==> src/design/mao_pkg.sv <==
// Shared types, constants and helpers for the motor ADC offset and low-pass block.
package mao_pkg;

    localparam int RAW_W       = 12;
    localparam int DATA_W      = 32;
    localparam int GAIN_W      = 32;
    localparam int COEF_W      = 16;
    localparam int SUM_W       = 16;
    localparam int CAL_CNT_W   = 4;
    localparam int PROD_W      = 49;
    localparam int ACC_W       = 51;
    localparam int FRAC_BITS   = 15;
    localparam int ROUND_HALF  = 16384;
    localparam int RECIP_SHIFT = 31;
    localparam int NUM_CH      = 6;
    localparam int CH_W        = 3;
    localparam int NUM_GRP     = 3;
    localparam int GRP_W       = 2;
    localparam int CFG_IDX_W   = 3;
    localparam int QDEPTH      = 2;
    localparam int QPTR_W      = 1;
    localparam int STEP_W      = 4;

    localparam logic MODE_CAL = 1'b1;

    // filter channel order
    localparam logic [CH_W-1:0] CH_U    = 3'd0;
    localparam logic [CH_W-1:0] CH_V    = 3'd1;
    localparam logic [CH_W-1:0] CH_W_PH = 3'd2;
    localparam logic [CH_W-1:0] CH_VBUS = 3'd3;
    localparam logic [CH_W-1:0] CH_TEMP = 3'd4;
    localparam logic [CH_W-1:0] CH_REF  = 3'd5;

    // coefficient groups
    localparam logic [GRP_W-1:0] GRP_RUN  = 2'd0;
    localparam logic [GRP_W-1:0] GRP_SLOW = 2'd1;
    localparam logic [GRP_W-1:0] GRP_REF  = 2'd2;

    // run sequence steps
    localparam logic [STEP_W-1:0] STEP_MUL_U      = 4'd0;
    localparam logic [STEP_W-1:0] STEP_MUL_W      = 4'd1;
    localparam logic [STEP_W-1:0] STEP_MUL_VBUS   = 4'd2;
    localparam logic [STEP_W-1:0] STEP_FIRST_FILT = 4'd3;
    localparam logic [STEP_W-1:0] STEP_FIRST_WB   = 4'd5;
    localparam logic [STEP_W-1:0] STEP_LAST_RUN   = 4'd15;

    // calibration sequence steps
    localparam logic [STEP_W-1:0] CAL_STEP_ACC   = 4'd0;
    localparam logic [STEP_W-1:0] CAL_STEP_DIV_U = 4'd1;
    localparam logic [STEP_W-1:0] CAL_STEP_DIV_W = 4'd2;
    localparam logic [STEP_W-1:0] CAL_STEP_STORE = 4'd3;

    typedef enum logic [CFG_IDX_W-1:0] {
        CFG_CUR_GAIN  = 3'd0,
        CFG_VBUS_GAIN = 3'd1,
        CFG_RUN_NEW   = 3'd2,
        CFG_RUN_OLD   = 3'd3,
        CFG_SLOW_NEW  = 3'd4,
        CFG_SLOW_OLD  = 3'd5,
        CFG_REF_NEW   = 3'd6,
        CFG_REF_OLD   = 3'd7
    } t_cfg_idx;

    typedef enum logic [1:0] {
        BK_IDLE = 2'd0,
        BK_CAL  = 2'd1,
        BK_RUN  = 2'd2,
        BK_DONE = 2'd3
    } t_back_state;

    typedef struct packed {
        logic             is_cal;
        logic [RAW_W-1:0] cur_u_raw;
        logic [RAW_W-1:0] temp_raw;
        logic [RAW_W-1:0] vbus_raw;
        logic [RAW_W-1:0] cur_w_raw;
        logic [RAW_W-1:0] ref_raw;
    } t_item;

    typedef struct packed {
        logic  valid;
        t_item item;
    } t_q_head;

    typedef struct packed {
        logic [GAIN_W-1:0]                    cur_gain;
        logic [GAIN_W-1:0]                    vbus_gain;
        logic [NUM_GRP-1:0][COEF_W-1:0]       coef_new;
        logic [NUM_GRP-1:0][COEF_W-1:0]       coef_old;
    } t_cfg;

    function automatic logic [GRP_W-1:0] coef_grp(input logic [CH_W-1:0] ch);
        logic [GRP_W-1:0] grp;
        case (ch)
            CH_U, CH_V, CH_W_PH: grp = GRP_RUN;
            CH_VBUS, CH_TEMP:    grp = GRP_SLOW;
            default:             grp = GRP_REF;
        endcase
        return grp;
    endfunction

    function automatic logic signed [DATA_W-1:0] sat32(input logic signed [ACC_W-1:0] v);
        logic signed [DATA_W-1:0] res;
        if ((&v[ACC_W-1:DATA_W-1]) || !(|v[ACC_W-1:DATA_W-1])) begin
            res = v[DATA_W-1:0];
        end else if (v[ACC_W-1]) begin
            res = {1'b1, {(DATA_W-1){1'b0}}};
        end else begin
            res = {1'b0, {(DATA_W-1){1'b1}}};
        end
        return res;
    endfunction

endpackage

==> src/design/mao_intf.sv <==
// Handshake channel interfaces: sample input, filtered result and register write.
interface mao_in_if;
    logic                       valid;
    logic                       ready;
    logic                       mode;
    logic [mao_pkg::RAW_W-1:0]  cur_u_raw;
    logic [mao_pkg::RAW_W-1:0]  temp_raw;
    logic [mao_pkg::RAW_W-1:0]  vbus_raw;
    logic [mao_pkg::RAW_W-1:0]  cur_w_raw;
    logic [mao_pkg::RAW_W-1:0]  ref_raw;
    modport source(output valid, mode, cur_u_raw, temp_raw, vbus_raw, cur_w_raw, ref_raw,
                   input ready);
    modport sink(input valid, mode, cur_u_raw, temp_raw, vbus_raw, cur_w_raw, ref_raw,
                 output ready);
endinterface


==> src/design/mao_front.sv <==
// Front end: accepts sample items, tags calibration vs run, and queues them.
module mao_front (
    input  logic             i_clk,
    input  logic             i_rst_n,
    mao_in_if.sink           i_in,
    input  logic             i_pop,
    output mao_pkg::t_q_head o_head
);

    mao_pkg::t_item                   r_mem [mao_pkg::QDEPTH];
    logic [mao_pkg::QPTR_W-1:0]       r_wr_ptr;
    logic [mao_pkg::QPTR_W-1:0]       r_rd_ptr;
    logic [mao_pkg::QPTR_W:0]         r_count;
    logic                             w_push;
    logic                             w_pop;
    mao_pkg::t_item                   w_item;

    assign i_in.ready = (r_count != (mao_pkg::QPTR_W+1)'(mao_pkg::QDEPTH));
    assign w_push     = i_in.valid && i_in.ready;
    assign w_pop      = i_pop && (r_count != '0);

    always_comb begin
        w_item.is_cal    = (i_in.mode == mao_pkg::MODE_CAL);
        w_item.cur_u_raw = i_in.cur_u_raw;
        w_item.temp_raw  = i_in.temp_raw;
        w_item.vbus_raw  = i_in.vbus_raw;
        w_item.cur_w_raw = i_in.cur_w_raw;
        w_item.ref_raw   = i_in.ref_raw;
    end

    assign o_head.valid = (r_count != '0);
    assign o_head.item  = r_mem[r_rd_ptr];

    always_ff @(posedge i_clk) begin
        if (w_push) begin
            r_mem[r_wr_ptr] <= w_item;
        end
    end

    always_ff @(posedge i_clk) begin
        if (!i_rst_n) begin
            r_wr_ptr <= '0;
            r_rd_ptr <= '0;
            r_count  <= '0;
        end else begin
            if (w_push) begin
                r_wr_ptr <= (r_wr_ptr == mao_pkg::QPTR_W'(mao_pkg::QDEPTH - 1)) ? '0
                          : r_wr_ptr + 1'b1;
            end
            if (w_pop) begin
                r_rd_ptr <= (r_rd_ptr == mao_pkg::QPTR_W'(mao_pkg::QDEPTH - 1)) ? '0
                          : r_rd_ptr + 1'b1;
            end
            case ({w_push, w_pop})
                2'b10:   r_count <= r_count + 1'b1;
                2'b01:   r_count <= r_count - 1'b1;
                default: r_count <= r_count;
            endcase
        end
    end

endmodule

==> src/flat_wrapper.sv <==
// flat-port wrapper written by rule: the top's interface ports become plain ports
module mao_front_flat 
  (i_clk, i_rst_n, i_pop, o_head, i_in_valid, i_in_mode, i_in_cur_u_raw, i_in_temp_raw, i_in_vbus_raw, i_in_cur_w_raw, i_in_ref_raw, i_in_ready);
  mao_in_if i_in_i ();
  input  logic i_clk;
  input  logic i_rst_n;
  input  logic i_pop;
  output mao_pkg::t_q_head o_head;
  input wire logic [$bits(i_in_i.valid)-1:0] i_in_valid;
  input wire logic [$bits(i_in_i.mode)-1:0] i_in_mode;
  input wire logic [$bits(i_in_i.cur_u_raw)-1:0] i_in_cur_u_raw;
  input wire logic [$bits(i_in_i.temp_raw)-1:0] i_in_temp_raw;
  input wire logic [$bits(i_in_i.vbus_raw)-1:0] i_in_vbus_raw;
  input wire logic [$bits(i_in_i.cur_w_raw)-1:0] i_in_cur_w_raw;
  input wire logic [$bits(i_in_i.ref_raw)-1:0] i_in_ref_raw;
  output wire logic [$bits(i_in_i.ready)-1:0] i_in_ready;
  assign i_in_i.valid = i_in_valid;
  assign i_in_i.mode = i_in_mode;
  assign i_in_i.cur_u_raw = i_in_cur_u_raw;
  assign i_in_i.temp_raw = i_in_temp_raw;
  assign i_in_i.vbus_raw = i_in_vbus_raw;
  assign i_in_i.cur_w_raw = i_in_cur_w_raw;
  assign i_in_i.ref_raw = i_in_ref_raw;
  assign i_in_ready = i_in_i.ready;
  mao_front u_core (.i_clk(i_clk), .i_rst_n(i_rst_n), .i_in(i_in_i), .i_pop(i_pop), .o_head(o_head));
endmodule
==> config.mk <==
export PLATFORM = sky130hd
export DESIGN_NAME = mao_front_flat
export DESIGN_NICKNAME = d
export VERILOG_FILES = /design/src/design/mao_pkg.sv /design/src/design/mao_intf.sv /design/src/design/mao_front.sv /design/src/flat_wrapper.sv
export SDC_FILE = /design/constraint.sdc
export NUM_CORES = 1
export LEC_CHECK = 0
export BUFFER_PORTS_ARGS = -buffer_cell sky130_fd_sc_hd__buf_2
export CAP_MARGIN = 20
export CORE_MARGIN = 2
export CORE_UTILIZATION = 58
export CTS_BUF_LIST = sky130_fd_sc_hd__clkbuf_2 sky130_fd_sc_hd__clkbuf_4 sky130_fd_sc_hd__clkbuf_8
export DETAILED_ROUTE_END_ITERATION = 8
export PLACE_DENSITY = 0.85
export SLEW_MARGIN = 20
export SYNTH_ARGS = -nofsm -noshare
export SYNTH_HDL_FRONTEND = slang
export SYNTH_SLANG_ARGS = --single-unit
==> constraint.sdc <==
create_clock -name i_clk -period 4.4 [get_ports i_clk]
set_clock_uncertainty 0.2 [all_clocks]
set_input_delay 0.44 -clock i_clk [delete_from_list [all_inputs] [get_ports i_clk]]
set_output_delay 0.44 -clock i_clk [all_outputs]
set_load 0.02 [all_outputs]
==> out/metrics.csv, run 1 <==
stage,metric,value,unit
detailed_routing,Iter 0 DRT Violations,132,
detailed_routing,router iterations before antenna repair,4,
clock_network,CTS root buf,clkbuf_8,
logic_synthesis,Post-Synth Adder-Cell Area,0.00271,
logic_synthesis,largest family of logic cells by synthesized area,multiplexers,
placement,input/output buffers,127,
placement,Setup WS pre-CTS,1.79,ns
logic_synthesis,Commonest cells post-synth,"edfxtp_1 (122), mux2_2 (61), buf_2 (7)",
logic_synthesis,Post-Synth XOR/XNOR Area,0.00569,
logic_synthesis,dominant cell type by area after synthesis,edfxtp_1,
logic_synthesis,Mapped Nets,280,
worst_setup_path,Reg-to-Reg Start,u_core.r_count[0],
clock_network,clock sink count,127,
clock_network,TritonCTS buffer count,17,
die,initial cell density of the core,0.598,
flow_run,total of max-cap violations,0,
worst_setup_path,CP Capture Type,primary output,
worst_setup_path,type of origin of the critical path,flop,
logic_synthesis,"top cells by area, synth","edfxtp_1 (79%), mux2_2 (15%), dfxtp_1 (2.2%)",
pwr,P per Cell Area,587,nW/um^2
timing,setup slack after layout,1.42,ns
global_route,met3 usage,0.0806,
layout,Area growth syn-to-layout,36.3,%
global_route,largest net degree at the start of global routing,40,
die,core box area,7730,sq um
global_route,met1 Resource Use GR,0.234,
hold_path,Worst Hold Class,in2reg,
die,Die ar.,8700,sq um
die,FP Rows,32,
logic_synthesis,Post-synth EDFFs,122,
layout,ANT cells,0,
detailed_routing,via count,2611,
detailed_routing,vias per std cell,5.02,
clock_network,post-CTS setup buffer count,0,
global_route,initial antenna violation count,0,
global_route,GR Overflow Total,0,
logic_synthesis,Main synth FF type,edfxtp_1,
global_route,met2 Use GR,0.365,
logic_synthesis,Post-Syn Area,4620,sq um
logic_synthesis,Simple-Gate Fraction of Synth Area,0.0119,
timing,Final period util,0.678,
timing,final setup violation count,0,
timing,RSZ-0062 raised after global routing,no,
pwr,Total Power,3.70,mW
logic_synthesis,top-count cell post-synth,edfxtp_1,
die,io pins,128,
clock_network,htree depth,4,
clock_network,CTS tree,done,
worst_setup_path,kind of critical path,reg2out,
placement,HPWL Detailed,5020,um
logic_synthesis,Syn Inst Count,214,
timing,Max Fclk,335,MHz
logic_synthesis,#FFs+latches synth,127,
logic_synthesis,Synth cell types,20,
worst_setup_path,maximum fanout along the worst path,39,
timing,"Hold Vio Cnt, Final",0,
detailed_routing,DRC viols,0,
clock_network,Max clock buf depth,2,
hold_path,cell depth of the worst min-delay path,1,
pwr,maximum vdd drop,0.000373,V
detailed_routing,WL final,8680,um
worst_setup_path,CP Data Arrival Time,2.34,ns
layout,Final Util,0.815,
layout,fin nets,471,
layout,layout cells sized above 1,0.541,
detailed_routing,Final ANT Viol Nets,0,
worst_setup_path,FF-to-FF path depth,3,
global_route,GRT busiest layer,met2,
global_route,vias in the first global route,2772,
logic_synthesis,sequential fraction of the synthesis area,0.815,
logic_synthesis,mux contribution to synthesized area,0.149,
die,Die H,93.3,um
pwr,leak pwr,2.38,nW
timing,Pins Over Slew Limit,0,
global_route,first-pass GRT wire length,13100,um
logic_synthesis,fraction of registers with async set/reset,0,
logic_synthesis,Synth Area in Compound Gates,0.00812,
clock_network,clk slew on worst S/H paths,0.07,ns
worst_setup_path,CP Data Required Time,3.76,ns
timing,Slew @ Worst Pin,0.910,ns
detailed_routing,wire per inst,16.7,um
logic_synthesis,synth warn,0,
logic_synthesis,syn_area_per_cell,21.6,sq um
die,DIE WIDTH,93.3,um
status,status,"finished, final reports clean",
clock_network,worst skew pair latency,0.41,ns
global_route,gr usage total,0.208,
timing,Slew HR,0.394,
placement,global placement routability congestion,0.707,
timing,Period minus WS final,2.98,ns
hold_path,hold path start,i_in_vbus_raw[5],
timing,Fin Setup TNS,0,ns
logic_synthesis,Synth top area share,0.793,
[layout make-up]
type	count	area (sq um)
Clock inverter	14	193
Clock buffer	18	241
Timing Repair Buffer	179	1150
Sequential cell	127	3760
Multi-Input combinational cell	79	820
Fill cell	405	1430
Inverter	1	3.75
Tap cell	102	128
[power breakdown]
group	leakage (nW)	internal, mW	switching [mW]	total (mW)
sequential	1.18	1.53	0.102	1.63
clock	0.204	0.622	0.436	1.06
combinational	0.995	0.435	0.572	1.01
total	2.38	2.59	1.11	3.70
[per-layer routing]
| metal | share of wire | vias to the layer above |
|---|---|---|
| li1 | - | 1230 |
| met2 | 0.53 | 98 |
| met5 | 0 | - |
| met4 | 0.013 | 0 |
| met1 | 0.40 | 1271 |
| met3 | 0.059 | 12 |
[cell usage in the layout (no fill, tap or decap), types with 2 or more instances in the layout]
master | netlist | layout
nor2b_1 | 2 | 2
mux2_2 | 61 | 61
clkinv_4 | 0 | 4
clkinv_1 | 0 | 2
dlygate4sd3_1 | 0 | 49
dfxtp_1 | 5 | 4
clkinvlp_4 | 0 | 4
bufinv_16 | 0 | 4
xnor2_1 | 3 | 3
clkbuf_8 | 0 | 17
edfxtp_1 | 122 | 122
buf_2 | 7 | 127
buf_4 | 0 | 3
[final timing paths]
kind | to | slack [ns]
max | o_head[43] | 1.42
min | u_core.r_mem[1][29] | 0.02
min reg2reg | flop | 0.35
max reg2reg | u_core.r_mem[1][58] | 1.91
[through the flow]
| stage | instances | hold WS [ns] | area [sq um] |
|---|---|---|---|
| after floorplan | 214 | 0.279 | 4620 |
| after global placement | 439 | 0.289 | 5370 |
| after detailed placement | 439 | 0.327 | 5370 |
| after CTS | 512 | 0.000991 | 6220 |
| after global routing | 520 | 0.00325 | 6300 |
| final | 520 | 0.0214 | 6300 |
[critical path, cell delays in order (launching register included)]
cell and delay (ns):
dfxtp_2 0.93, buf_4 0.45, mux2_2 0.39, buf_2 0.16
[what timing repair did]
item,CTS,global route
endpoints found under the hold margin,78,14
resized for setup,0,0
hold buffers,41,8
[sequential cells by signal, indices dropped and copies added, names as in the netlist, named ones only]
name and count:
u_core.r_mem 122, u_core.r_count 2, u_core.r_rd_ptr 1, u_core.r_wr_ptr 1
[kinds of logic (layout without fill, tap and decap cells)]
family                     Yosys count  after routing
adders and majority gates            1              1
buffers and inverters                8            212
AOI/OAI and AO/OA                    5              5
DFF                                127            127
and+or+nand+nor                      9              9
muxes                               61             61
xor gates and xnor gates             3              3
No activity file was read; power rests on OpenSTA's default activity.
==> run 2: changes to the inputs <==
Settings changed: CORE_UTILIZATION 58 to 54, PLACE_DENSITY 0.85 to 0.8.
Clock period 4.4 ns to 2.9 ns, I/O delays scaled along.
==> out/metrics.csv, run 2 (synthesis results as in run 1) <==
stage,metric,value,unit,change
status,status,"finished, final reports clean",,
worst_setup_path,cell-by-cell listing of the critical path,buf_4 -> mux2_2 -> buf_2,,
die,Die H,96.5,um,+3.5%
worst_setup_path,FF-to-FF path depth,4,,+1
die,DIE WIDTH,96.5,um,+3.5%
placement,HPWL Detailed,5140,um,+2.3%
die,Die ar.,9310,sq um,+7.1%
timing,Max Fclk,447,MHz,
timing,Pins Over Slew Limit,0,,unchanged
pwr,total internal power,3.69,mW,+43%
worst_setup_path,type of origin of the critical path,flop,,
worst_setup_path,CP Data Arrival Time,1.75,ns,-0.59 ns
clock_network,CTS tree,done,,
global_route,largest net degree at the start of global routing,41,,+2.5%
die,core box area,8260,sq um,+6.9%
die,FP Rows,33,,+3.1%
worst_setup_path,maximum fanout along the worst path,38,,-2.6%
timing,RSZ-0062 raised after global routing,no,,
pwr,Switching Share,0.314,,+0.0134
detailed_routing,DRC viols,0,,unchanged
clock_network,Max clock buf depth,2,,unchanged
flow_run,total of max-cap violations,0,,unchanged
pwr,sequential power share,0.444,,+0.003
global_route,vias in the first global route,2812,,+1.4%
layout,Area growth syn-to-layout,38.4,%,
global_route,GR Overflow Total,0,,unchanged
clock_network,clk slew on worst S/H paths,0.07,ns,about the same
pwr,Logic pwr share,0.305,,+0.033
clock_network,worst skew pair latency,0.41,ns,about the same
global_route,gr usage total,0.197,,-0.0106
worst_setup_path,CP Data Required Time,2.41,ns,-1.35 ns
clock_network,htree depth,4,,unchanged
layout,ANT cells,0,,unchanged
clock_network,post-CTS setup buffer count,0,,unchanged
global_route,initial antenna violation count,0,,unchanged
timing,Slew @ Worst Pin,0.576,ns,-0.334 ns
layout,"commonest non-fill, non-tap cell in the layout",buf_2,,
pwr,sw power,1.69,mW,+52%
worst_setup_path,Reg-to-Reg Start,u_core.r_count[0],,
pwr,clock network fraction of total power,0.251,,-0.035
timing,Period minus WS final,2.24,ns,
detailed_routing,via count,2665,,+2.1%
layout,max reg flops,122,,unchanged
hold_path,Worst Hold Class,in2reg,,
detailed_routing,WL final,8920,um,+2.8%
detailed_routing,Iter 0 DRT Violations,85,,-36%
worst_setup_path,worst reg2reg path endpoint,u_core.r_mem[0][15],,
worst_setup_path,"setup slack, reg-to-reg",0.82,ns,-1.09 ns
pwr,leak pwr,2.43,nW,+2.2%
layout,"commonest non-fill, non-tap cells in the layout","buf_2 (127), edfxtp_1 (122), dlygate4sd3_1 (62)",,
clock_network,CTS root buf,clkbuf_8,,
placement,global placement routability congestion,0.703,,-0.62%
worst_setup_path,max incr delay on CP,0.43,ns,-0.50 ns
clock_network,TritonCTS buffer count,17,,unchanged
pwr,maximum vdd drop,0.000534,V,+43%
worst_setup_path,Critical-path top delay cell,buf_4,,
timing,Fin Setup TNS,0,ns,unchanged
layout,largest registers,"u_core.r_mem x122, u_core.r_count x2",,
layout,layout cells sized above 1,0.528,,-0.0130
die,io pins,128,,unchanged
global_route,first-pass GRT wire length,13000,um,-1.3%
worst_setup_path,CP Capture Type,primary output,,
detailed_routing,router iterations before antenna repair,4,,unchanged
timing,Slew HR,0.615,,+0.222
layout,fin nets,487,,+3.4%
detailed_routing,wire per inst,16.6,um,-0.81%
pwr,P per Cell Area,841,nW/um^2,+43%
worst_setup_path,kind of critical path,reg2out,,
placement,dpl cell area,5410,sq um,+0.72%
die,initial cell density of the core,0.560,,-0.0384
timing,"Hold Vio Cnt, Final",0,,unchanged
timing,Final period util,0.772,,
timing,final setup violation count,0,,unchanged
placement,input/output buffers,127,,unchanged
detailed_routing,vias per std cell,4.94,,-1.5%
clock_network,clock sink count,127,,unchanged
worst_setup_path,CP endpoint,o_head[26],,
detailed_routing,Final ANT Viol Nets,0,,unchanged
layout,fin area,6390,sq um,+1.5%
layout,Largest Register,u_core.r_mem,,
[run 2: cell count changes in the layout (fill, tap and decap cells not counted), moves of 2 or more]
cell | previous run | this run
buf_4 | 3 | 5
bufinv_16 | 4 | 1
clkinv_2 | 0 | 3
clkinvlp_4 | 4 | 2
dlygate4sd3_1 | 49 | 62
[run 2: power by group through the flow]
stage          Clock [mW]  Combinational, mW  Sequential, mW
2_1_floorplan           0               1.10            2.41
3_3_place_gp            0               1.56            2.41
3_5_place_dp            0               1.58            2.43
4_1_cts              1.37               1.65            2.39
5_1_grt              1.46               1.76            2.41
6_report             1.35               1.64            2.39
[run 2: worst min path at each step]
stage / endpoint / start / cells after the start
final: u_core.r_wr_ptr / i_in_valid / 3
after global routing: u_core.r_wr_ptr / i_in_valid / 3
after CTS: u_core.r_wr_ptr / i_in_valid / 3
after detailed placement: u_core.r_mem[0][8] / i_in_ref_raw[8] / 1
after global placement: u_core.r_mem[1][27] / i_in_vbus_raw[3] / 1
after floorplan: u_core.r_mem[0][0] / i_in_ref_raw[0] / 0
[run 2: area by class of cell]
type / count / area (sq um)
multi-input cells: 79 / 820
flip-flops and latches: 127 / 3760
fillers: 474 / 1860
inverters: 1 / 3.75
well taps: 105 / 131
clock buffers: 18 / 241
clock inverters: 14 / 120
repair buffers: 195 / 1310
[run 2: worst max-delay path: cells and delay by family, from the launching register on]
family	cells	cell delay, ns
buf+inv	2	0.59
mux	1	0.41
flops	1	0.33
[run 2: metal layers]
layer / vias to the layer above / GRT usage / routed length [um]
met5: - / 0 / 0
met4: 0 / 0.0845 / 116
met3: 12 / 0.0644 / 570
met2: 105 / 0.352 / 4760
met1: 1291 / 0.214 / 3480
li1: 1257 / - / -
[run 2: repair_timing]
| item | in CTS | in global routing |
|---|---|---|
| setup endpoints to repair | 0 | 0 |
| endpoints found under the hold margin | 127 | 0 |
| hold buffers | 62 | 0 |
| gates resized for setup | 0 | 0 |
[run 2: metrics by stage]
| step | hold slack (ns) | std cells | utilization | total power [mW] | worst slack, ns |
|---|---|---|---|---|---|
| 2_1_floorplan | 0.189 | 214 | - | 3.51 | 0.0450 |
| 3_3_place_gp | 0.278 | 445 | 0.655 | 3.96 | 0.889 |
| 3_5_place_dp | 0.282 | 445 | 0.655 | 4.00 | 0.849 |
| 4_1_cts | 0.0115 | 539 | 0.774 | 5.41 | 0.624 |
| 5_1_grt | 0.0286 | 539 | 0.774 | 5.63 | 0.559 |
| 6_report | 0.0539 | 539 | 0.774 | 5.38 | 0.662 |
==> run 3: changes to the inputs <==
Clock period 2.9 ns to 2.2 ns, I/O delays scaled along.
==> out/metrics.csv, run 3 (synthesis results as in run 1) <==
stage,metric,value,unit,change
worst_setup_path,CP Data Arrival Time,1.67,ns,-0.08 ns
layout,largest registers,"u_core.r_mem x122, u_core.r_count x2",,
hold_path,hold path start,i_pop,,
pwr,leak pwr,2.45,nW,+0.75%
clock_network,CTS-repair resized insts,0,,unchanged
worst_setup_path,FF-to-FF path depth,5,,+1
hold_path,cell depth of the worst min-delay path,4,,+1
timing,Max Fclk,478,MHz,
layout,fin area,6470,sq um,+1.2%
flow_run,total of max-cap violations,0,,unchanged
die,io pins,128,,unchanged
layout,layout cells sized above 1,0.529,,+0.00122
detailed_routing,Final ANT Viol Nets,0,,unchanged
clock_network,clk slew on worst S/H paths,0.07,ns,about the same
pwr,maximum vdd drop,0.000794,V,+49%
timing,Period minus WS final,2.09,ns,
clock_network,CTS tree,done,,
die,Die ar.,9310,sq um,unchanged
detailed_routing,via count,2685,,+0.75%
detailed_routing,router iterations before antenna repair,4,,unchanged
global_route,GR Overflow Total,0,,unchanged
global_route,initial antenna violation count,0,,unchanged
detailed_routing,DRC viols,0,,unchanged
global_route,gr usage total,0.196,,-0.00102
worst_setup_path,"setup slack, reg-to-reg",0.45,ns,-0.37 ns
worst_setup_path,Critical-path top delay cell,mux2_2,,
layout,ANT cells,0,,unchanged
worst_setup_path,type of origin of the critical path,flop,,
die,Die H,96.5,um,unchanged
placement,Setup WS pre-CTS,0.450,ns,-0.399 ns
hold_path,Hold Path End,u_core.r_rd_ptr,,
timing,Pins Over Slew Limit,0,,unchanged
clock_network,post-CTS setup buffer count,0,,unchanged
worst_setup_path,maximum fanout along the worst path,28,,-26%
worst_setup_path,CP Data Required Time,1.78,ns,-0.63 ns
clock_network,worst skew pair latency,0.40,ns,about the same
global_route,vias in the first global route,2842,,+1.1%
timing,Slew @ Worst Pin,0.374,ns,-0.202 ns
timing,WHS,0.0872,ns,+0.0332 ns
clock_network,CTS root buf,clkbuf_8,,
die,initial cell density of the core,0.560,,unchanged
placement,global placement routability congestion,0.737,,+4.8%
layout,max reg flops,122,,unchanged
clock_network,TritonCTS buffer count,17,,unchanged
die,core box area,8260,sq um,unchanged
pwr,Total Power,7.34,mW,+36%
timing,Fin Setup TNS,0,ns,unchanged
worst_setup_path,cell family with most CP delay,buffers and inverters,,
layout,Largest Register,u_core.r_mem,,
clock_network,clock sink count,127,,unchanged
detailed_routing,wire per inst,16.6,um,+0.16%
worst_setup_path,Buf/Inv on CP,2,,unchanged
global_route,first-pass GRT wire length,13000,um,about the same
detailed_routing,Iter 0 DRT Violations,78,,-8.2%
worst_setup_path,worst reg2reg path endpoint,u_core.r_count[1],,
clock_network,# hold bufs at CTS,63,,+1.6%
worst_setup_path,Levels on crit path,3,,unchanged
die,DIE WIDTH,96.5,um,unchanged
timing,final setup violation count,0,,unchanged
placement,dpl cell area,5440,sq um,+0.53%
timing,RSZ-0062 raised after global routing,no,,
worst_setup_path,cell-by-cell listing of the critical path,buf_4 -> mux2_2 -> buf_2,,
detailed_routing,WL final,8920,um,about the same
layout,fin nets,487,,unchanged
status,status,"finished, final reports clean",,
global_route,largest net degree at the start of global routing,62,,+51%
timing,Final period util,0.952,,
die,FP Rows,33,,unchanged
clock_network,htree depth,4,,unchanged
placement,HPWL Detailed,4890,um,-4.7%
worst_setup_path,kind of critical path,reg2out,,
detailed_routing,vias per std cell,4.99,,+0.94%
layout,Area growth syn-to-layout,40.1,%,
worst_setup_path,Reg-to-Reg Start,u_core.r_count[0],,
timing,"Hold Vio Cnt, Final",0,,unchanged
worst_setup_path,CP Capture Type,primary output,,
clock_network,Max clock buf depth,2,,unchanged
timing,setup slack after layout,0.107,ns,-0.555 ns
layout,"commonest non-fill, non-tap cell in the layout",buf_2,,
timing,Slew HR,0.751,,+0.136
layout,"commonest non-fill, non-tap cells in the layout","buf_2 (127), edfxtp_1 (122), dlygate4sd3_1 (63)",,
placement,input/output buffers,127,,unchanged
pwr,P per Cell Area,1130,nW/um^2,+35%
worst_setup_path,max incr delay on CP,0.39,ns,-0.04 ns
hold_path,Worst Hold Class,in2reg,,
## run 3: cell types whose count changed in the layout (fill, tap and decap cells not counted)
cell / delta
buf_4: -3
buf_12: +2
nand2b_4: +1
clkinv_4: -4
dlygate4sd3_1: +1
nand2b_1: -1
inv_6: +2
clkinv_1: -1
inv_2: -1
bufinv_16: +2
clkbuf_4: -1
clkinvlp_4: +2
## run 3: worst min-delay path, cell delays in order
cell and delay, ns:
buf_2 0.09, o21a_1 0.16, xnor2_1 0.09, nor2b_1 0.10
## run 3: report_power, final
group / switching, mW / leakage, nW / total [mW] / internal [mW]
Sequential: 0.106 / 1.18 / 3.16 / 3.05
Clock: 0.882 / 0.196 / 2.00 / 1.12
Combinational: 1.24 / 1.07 / 2.18 / 0.944
## run 3: stage by stage
step | std cells | utilization
6_report | 538 | 0.784
5_1_grt | 538 | 0.784
4_1_cts | 538 | 0.784
3_5_place_dp | 444 | 0.659
3_3_place_gp | 444 | 0.659
2_1_floorplan | 214 | -
## run 3: cell type report
cell class                 instances  area (sq um)
clock buffer                      17           234
multi-input combinational         79           827
clock inverter                    14           166
sequential                       127          3760
fill                             452          1790
tap                              105           131
timing repair buffer             195          1340
inverter                           1          7.51
## run 3: routing by layer
metal	GRT usage	wire length [um]
met4	0.0857	123
met5	0	0
met2	0.339	4670
met1	0.217	3520
met3	0.0721	606
## run 3: worst max path at each step
stage	slack (ns)	to
after floorplan	0.05	u_core.r_mem[0][0]
after CTS	0.09	o_head[10]
final	0.11	o_head[10]
after detailed placement	0.45	u_core.r_count[1]
after global placement	0.53	u_core.r_mem[1][13]
after global routing	0.01	o_head[10]
